<file path="config.mk">
export PLATFORM = sky130hd
export DESIGN_NAME = ipu_scan_ctrl
export DESIGN_NICKNAME = d
export VERILOG_FILES = /design/src/rtl/integer_pixel_upscaler_macros.svh /design/src/rtl/ipu_pkg.sv /design/src/rtl/ipu_scan_ctrl.sv
export SDC_FILE = /design/constraint.sdc
export NUM_CORES = 1
export LEC_CHECK = 0
export BUFFER_PORTS_ARGS = -buffer_cell sky130_fd_sc_hd__buf_2
export CORE_MARGIN = 4
export CORE_UTILIZATION = 55
export CTS_CLUSTER_DIAMETER = 150
export CTS_CLUSTER_SIZE = 16
export DETAILED_ROUTE_END_ITERATION = 10
export GPL_ROUTABILITY_DRIVEN = 0
export GPL_TIMING_DRIVEN = 0
export PLACE_DENSITY = 0.77
export REMOVE_ABC_BUFFERS = 1
export SYNTH_ARGS = -nofsm -noshare
export SYNTH_HDL_FRONTEND = slang
export SYNTH_SLANG_ARGS = --single-unit
</file>
<file path="constraint.sdc">
create_clock -name clock -period 20.4 [get_ports clock]
set_input_delay 4.08 -clock clock [delete_from_list [all_inputs] [get_ports clock]]
set_output_delay 4.08 -clock clock [all_outputs]
set_load 0.05 [all_outputs]
</file>
<file path="src/rtl/integer_pixel_upscaler_macros.svh">
// Assertion shorthands for the upscaler. Every check samples on the rising
// clock edge and is switched off while reset is high.
`ifndef INTEGER_PIXEL_UPSCALER_MACROS_SVH
`define INTEGER_PIXEL_UPSCALER_MACROS_SVH

// The consequent must hold in the same cycle as the antecedent.
`define IPU_ASSERT_NOW(label, ante, cons, msg) \
   label: assert property (@(posedge clock) disable iff (reset) (ante) |-> (cons)) \
      else $error(msg);

// The consequent must hold at a later sample than the antecedent.
`define IPU_ASSERT_AFTER2(label, ante, cons, msg) \
   label: assert property (@(posedge clock) disable iff (reset) (ante) |-> ##2 (cons)) \
      else $error(msg);

`endif

</file>
<file path="src/rtl/ipu_pkg.sv">
package ipu_pkg;

   // Frame store geometry.
   localparam int MAX_PIXELS = 4096;
   localparam int ADDR_W     = $clog2(MAX_PIXELS);

   // Field and register widths.
   localparam int PIXEL_W    = 16;
   localparam int DIM_W      = 13;
   localparam int SCALE_W    = 8;
   localparam int ROT_W      = 3;
   localparam int AREA_W     = 2 * DIM_W;
   localparam int CSR_IDX_W  = 2;
   localparam int CSR_DATA_W = DIM_W;

   // Rotation bit that swaps width and height.
   localparam int ROT_SWAP_BIT = 1;

   // Configuration register indexes.
   typedef enum logic [CSR_IDX_W-1:0] {
      CSR_SCALE    = 2'd0,
      CSR_WIDTH    = 2'd1,
      CSR_HEIGHT   = 2'd2,
      CSR_ROTATION = 2'd3
   } csr_index_type;

   // Request operation codes.
   typedef enum logic {
      OP_LOAD = 1'b0,
      OP_PULL = 1'b1
   } op_type;

   // Effective frame geometry after the rotation swap.
   typedef struct packed {
      logic               enabled;
      logic [SCALE_W-1:0] scale;
      logic [DIM_W-1:0]   width;
      logic [DIM_W-1:0]   height;
   } geom_type;

   // One write into the frame store.
   typedef struct packed {
      logic               en;
      logic [ADDR_W-1:0]  addr;
      logic [PIXEL_W-1:0] data;
   } store_wr_type;

   // A pull beat on its way to the address stage.
   typedef struct packed {
      logic             valid;
      logic             last;
      logic [DIM_W-1:0] row;
      logic [DIM_W-1:0] col;
      logic [DIM_W-1:0] width;
   } pull_beat_type;

endpackage

</file>
<file path="src/rtl/ipu_scan_ctrl.sv">
module ipu_scan_ctrl
   import ipu_pkg::*;
(
   input  logic               clock,
   input  logic               reset,
   input  logic               load_accept,
   input  logic               pull_accept,
   input  logic [PIXEL_W-1:0] pixel_in,
   input  geom_type           geom,
   output store_wr_type       store_wr,
   output pull_beat_type      beat
);

   logic [AREA_W-1:0]  load_idx_ff, load_idx_in;
   logic [DIM_W-1:0]   row_ff, row_in, col_ff, col_in;
   logic [SCALE_W-1:0] row_rep_ff, row_rep_in, col_rep_ff, col_rep_in;
   pull_beat_type      beat_ff, beat_in;

   logic [AREA_W-1:0]  area;
   logic [AREA_W:0]    load_idx_inc;
   logic [DIM_W-1:0]   row_c, col_c;
   logic [SCALE_W-1:0] row_rep_c, col_rep_c;
   logic [SCALE_W:0]   row_rep_inc, col_rep_inc;
   logic [DIM_W:0]     row_inc, col_inc;
   logic               col_rep_wrap, col_wrap, row_rep_wrap, row_wrap;
   logic               pull_go;

   // Load pointer: wraps after the last pixel of the frame, and loads past the
   // store capacity are dropped while the pointer still moves on.
   always_comb begin
      area         = AREA_W'(geom.width) * AREA_W'(geom.height);
      load_idx_inc = {1'b0, load_idx_ff} + (AREA_W+1)'(1);
      if (load_idx_inc >= {1'b0, area}) begin
         load_idx_in = '0;
      end else begin
         load_idx_in = load_idx_inc[AREA_W-1:0];
      end
      store_wr.en   = load_accept && (load_idx_ff < AREA_W'(MAX_PIXELS));
      store_wr.addr = load_idx_ff[ADDR_W-1:0];
      store_wr.data = pixel_in;
   end

   // Output position: counters left beyond a new limit are pulled back to the
   // last value, then the column repeat, column, row repeat and row advance.
   always_comb begin
      pull_go   = pull_accept && geom.enabled;
      row_c     = (row_ff >= geom.height) ? geom.height - DIM_W'(1) : row_ff;
      col_c     = (col_ff >= geom.width) ? geom.width - DIM_W'(1) : col_ff;
      row_rep_c = (row_rep_ff >= geom.scale) ? geom.scale - SCALE_W'(1) : row_rep_ff;
      col_rep_c = (col_rep_ff >= geom.scale) ? geom.scale - SCALE_W'(1) : col_rep_ff;

      row_inc     = {1'b0, row_c} + (DIM_W+1)'(1);
      col_inc     = {1'b0, col_c} + (DIM_W+1)'(1);
      row_rep_inc = {1'b0, row_rep_c} + (SCALE_W+1)'(1);
      col_rep_inc = {1'b0, col_rep_c} + (SCALE_W+1)'(1);

      col_rep_wrap = col_rep_inc >= {1'b0, geom.scale};
      col_wrap     = col_rep_wrap && (col_inc >= {1'b0, geom.width});
      row_rep_wrap = col_wrap && (row_rep_inc >= {1'b0, geom.scale});
      row_wrap     = row_rep_wrap && (row_inc >= {1'b0, geom.height});

      col_rep_in = col_rep_wrap ? '0 : col_rep_inc[SCALE_W-1:0];
      col_in     = col_rep_wrap ? (col_wrap ? '0 : col_inc[DIM_W-1:0]) : col_c;
      row_rep_in = col_wrap ? (row_rep_wrap ? '0 : row_rep_inc[SCALE_W-1:0]) : row_rep_c;
      row_in     = row_rep_wrap ? (row_wrap ? '0 : row_inc[DIM_W-1:0]) : row_c;

      beat_in.valid = pull_go;
      beat_in.last  = row_wrap;
      beat_in.row   = row_c;
      beat_in.col   = col_c;
      beat_in.width = geom.width;
   end

   // Pointer and counter registers. The beat payload needs no reset.
   always_ff @(posedge clock) begin
      if (reset) begin
         load_idx_ff   <= '0;
         row_ff        <= '0;
         col_ff        <= '0;
         row_rep_ff    <= '0;
         col_rep_ff    <= '0;
         beat_ff.valid <= 1'b0;
      end else begin
         if (load_accept) begin
            load_idx_ff <= load_idx_in;
         end
         if (pull_go) begin
            row_ff     <= row_in;
            col_ff     <= col_in;
            row_rep_ff <= row_rep_in;
            col_rep_ff <= col_rep_in;
         end
         beat_ff.valid <= beat_in.valid;
      end
      beat_ff.last  <= beat_in.last;
      beat_ff.row   <= beat_in.row;
      beat_ff.col   <= beat_in.col;
      beat_ff.width <= beat_in.width;
   end

   assign beat = beat_ff;

endmodule
</file>
==> summary.json <==
{
  "run_status": {"value": "finished clean"},
  "cpPeakStageDelay": {"value": 0.96, "unit": "ns"},
  "hpwlAfterDp": {"value": 29500, "unit": "um"},
  "cts_buffer_depth": {"value": 2},
  "wl": {"value": 37600, "unit": "um"},
  "crit_path_end_kind": {"value": "register"},
  "drt-vias-per-instance": {"value": 6.05},
  "synthToLayoutAreaGrowth": {"value": 4.70, "unit": "%"},
  "final_util": {"value": 58.3, "unit": "%"},
  "grt.total_usage": {"value": 25.8, "unit": "%"},
  "ys_dominant_reg_cell": {"value": "dfxtp_1"},
  "timing.critical_path.from_type": {"value": "input port"},
  "met3RoutedLength": {"value": 3130, "unit": "um"},
  "grt_pass1_wl": {"value": 61900, "unit": "um"},
  "grt_overflow": {"value": 0},
  "cts_buffers": {"value": 9},
  "effective_utilization_at_floorplan": {"value": 55.7, "unit": "%"},
  "nNetsFinal": {"value": 2138},
  "vdd_ir_drop_max": {"value": 112, "unit": "uV"},
  "worstPathMaxFanout": {"value": 12},
  "path_clk_slew": {"value": 0.08, "unit": "ns"},
  "drtAntennaViolNets": {"value": 0},
  "cts-hold-fix-buffers": {"value": 0},
  "worstMarginPinSlew": {"value": 1.25, "unit": "ns"},
  "ff2ff_path_depth": {"value": 21},
  "skew": {"value": 0.0137, "unit": "ns"},
  "pwr_density_cell": {"value": 94.1, "unit": "nW/um^2"},
  "final_max_slew_viol_count": {"value": 0},
  "post-route-min-period": {"value": 12.12, "unit": "ns"},
  "place.port_buffers": {"value": 92},
  "synth_top_cells_by_area": {"value": "fa_1 17%, ha_1 16%, dfxtp_1 15%"},
  "path_class": {"value": "in2reg"},
  "fill_cells": {"value": 2319},
  "post_cts_buffers": {"value": 0},
  "m1WireLength": {"value": 15800, "unit": "um"},
  "num_vias": {"value": 12800},
  "syn_area_per_cell": {"value": 8.17, "unit": "um^2"},
  "regToRegEndpoint": {"value": "row_ff[2]"},
  "critical_path_required": {"value": 20.71, "unit": "ns"},
  "setup_viol": {"value": 0},
  "worst_setup_path_startpoint": {"value": "geom[3]"},
  "crit_slowest_cell": {"value": "o41ai_2"},
  "clock_tree.root_cell": {"value": "clkbuf_16"},
  "post_synth_edffs": {"value": 0},
  "synthCells": {"value": 1767},
  "reg2reg_setup_slack": {"value": 13.81, "unit": "ns"},
  "synth_common_cells": {"value": "208 x inv_1, 195 x nor2_1, 190 x nand2_1, 189 x ha_1, 121 x fa_1"},
  "fmaxAchievable": {"value": 82.5, "unit": "MHz"},
  "syn_area": {"value": 14400, "unit": "um^2"},
  "drt-wirelength-per-cell": {"value": 17.8, "unit": "um"},
  "cts-resized-gates": {"value": 0},
  "drive_gt1_share": {"value": 8.44, "unit": "%"},
  "crit_arrival": {"value": 12.42, "unit": "ns"},
  "fp.coreArea": {"value": 25900, "unit": "um^2"},
  "synth_most_common_cell": {"value": "inv_1"},
  "antenna_violations_before_repair": {"value": 1},
  "synth.ff_latch_count": {"value": 109},
  "worst_hold_path.num_cells": {"value": 2},
  "synth.yosys.seq_area_share": {"value": 15.1, "unit": "%"},
  "dieHeight": {"value": 170, "unit": "um"},
  "fin_cells": {"value": 2114},
  "vias_in_the_first_global_route": {"value": 12700},
  "die_area": {"value": 28900, "unit": "um^2"},
  "crit_buf_inv": {"value": 7},
  "final_hold_viol_count": {"value": 0},
  "highest-signal-layer": {"value": "met4"},
  "hold_class": {"value": "reg2reg"},
  "detailroute.wirelength.met2": {"value": 17900, "unit": "um"},
  "tritoncts": {"value": "yes"},
  "htree_num_levels": {"value": 3},
  "cts_num_sinks": {"value": 109},
  "netlist.area_leader.share": {"value": 16.8, "unit": "%"},
  "post-route-period-util": {"value": 59.4, "unit": "%"},
  "post_synth_num_cell_types": {"value": 82},
  "setup.worst_path.end": {"value": "load_idx_ff[5]"},
  "reg2reg_from": {"value": "row_ff[0]"},
  "timing.setup.tns": {"value": 0, "unit": "ns"},
  "yosys_warnings": {"value": 0},
  "ys_async_sr_fraction": {"value": 0, "unit": "%"},
  "grt_start_max_net_pins": {"value": 37},
  "number_of_placed_i_o_pins": {"value": 125},
  "drv.max_cap_violation_count": {"value": 0},
  "cp_top_family": {"value": "adder cells"},
  "synth_top_area_cell": {"value": "fa_1"},
  "first_pass_iters": {"value": 5},
  "post-route-drc-count": {"value": 0},
  "leakage": {"value": 0.00745, "unit": "uW"},
  "clk-insertion-delay-late": {"value": 0.38, "unit": "ns"},
  "dp_cells": {"value": 2097},
  "chipWidth": {"value": 170, "unit": "um"},
  "placement_rows": {"value": 59},
  "normalized_max_slew_margin": {"value": 16.7, "unit": "%"},
  "cp_num_cells": {"value": 32},
  "setup_repair_after_global_routing_missed_its_margin": {"value": "no"},
  "drt-initial-drc-count": {"value": 1153}
}
==> layer usage <==
| layer | GRT usage, % | vias to the layer above |
|---|---|---|
| met2 | 43.4 | 521 |
| met3 | 4.81 | 77 |
| met4 | 7.53 | 0 |
| met5 | 0 | - |
| met1 | 34.1 | 6179 |
| li1 | - | 6004 |
==> sequential cells by signal (all words and copies together), names as in the netlist <==
signal	cells
beat	41
col_ff	13
col_rep_ff	8
load_idx_ff	26
row_ff	13
row_rep_ff	8
==> where the power goes <==
part           switching, uW  total (uW)  internal [uW]
logic                    582        1010            426
clock network           96.9         183           86.0
registers               8.94         231            222
==> layout by cell type (no fill, tap or decap), types with 10 or more instances in the layout <==
cell	instances
dfxtp_1	109
nor3_1	25
o31ai_1	13
nor4_1	11
nor2b_1	11
nor2_1	194
a21o_1	27
clkinv_1	12
nand4_1	19
nand3_1	48
xnor2_1	77
mux2i_1	17
buf_2	92
inv_1	208
nand2b_1	10
a32o_1	13
o21a_1	12
a21oi_1	68
a22o_1	19
nand2_1	190
ha_1	189
a31oi_1	11
and3_1	20
o21ai_0	50
a211oi_1	18
fa_1	121
xor2_1	30
==> metrics by stage <==
stage          setup WS, ns  total power (uW)  instance area, um^2  hold slack [ns]
6_report               8.28              1420                15100            0.485
5_1_grt                7.73              1580                15100            0.519
4_1_cts                8.27              1430                15100            0.490
3_5_place_dp           7.93              1240                14800            0.476
3_3_place_gp           6.53              1200                14800            0.469
2_1_floorplan          8.08              1010                13900            0.442
==> logic make-up after synthesis <==
| logic type | synth area share [%] |
|---|---|
| and+or+nand+nor | 18.3 |
| AOI/OAI and AO/OA | 15.7 |
| buffers and inverters | 9.35 |
| xor gates and xnor gates | 6.49 |
| DFF | 15.1 |
| adders and majority gates | 33.2 |
| muxes | 1.90 |
==> worst min-delay path, cell delays in order (launching register included) <==
cell and delay [ns]:
dfxtp_1 0.34, nand2_1 0.06, a21oi_1 0.05
==> how the worst min path moves through the flow <==
stage	startpoint	end	slack, ns
3_5_place_dp	col_rep_ff[1]	col_rep_ff[1]	0.48
6_report	col_rep_ff[1]	col_rep_ff[1]	0.48
2_1_floorplan	col_rep_ff[1]	col_rep_ff[1]	0.44
4_1_cts	col_rep_ff[1]	col_rep_ff[1]	0.49
3_3_place_gp	col_rep_ff[1]	col_rep_ff[1]	0.47
5_1_grt	col_rep_ff[1]	col_rep_ff[1]	0.52
==> cell type report <==
cell class | count | area (um^2) | share of cell area (%)
multi-input cells | 1336 | 10900 | 72.2
flip-flops and latches | 109 | 2180 | 14.4
inverters | 224 | 841 | 5.56
repair buffers | 93 | 468 | 3.10
well taps | 335 | 419 | 2.77
clock buffers | 9 | 225 | 1.49
clock inverters | 7 | 62.6 | 0.414
diodes | 1 | 2.50 | 0.0166
No activity file was read; power rests on OpenSTA's default activity.
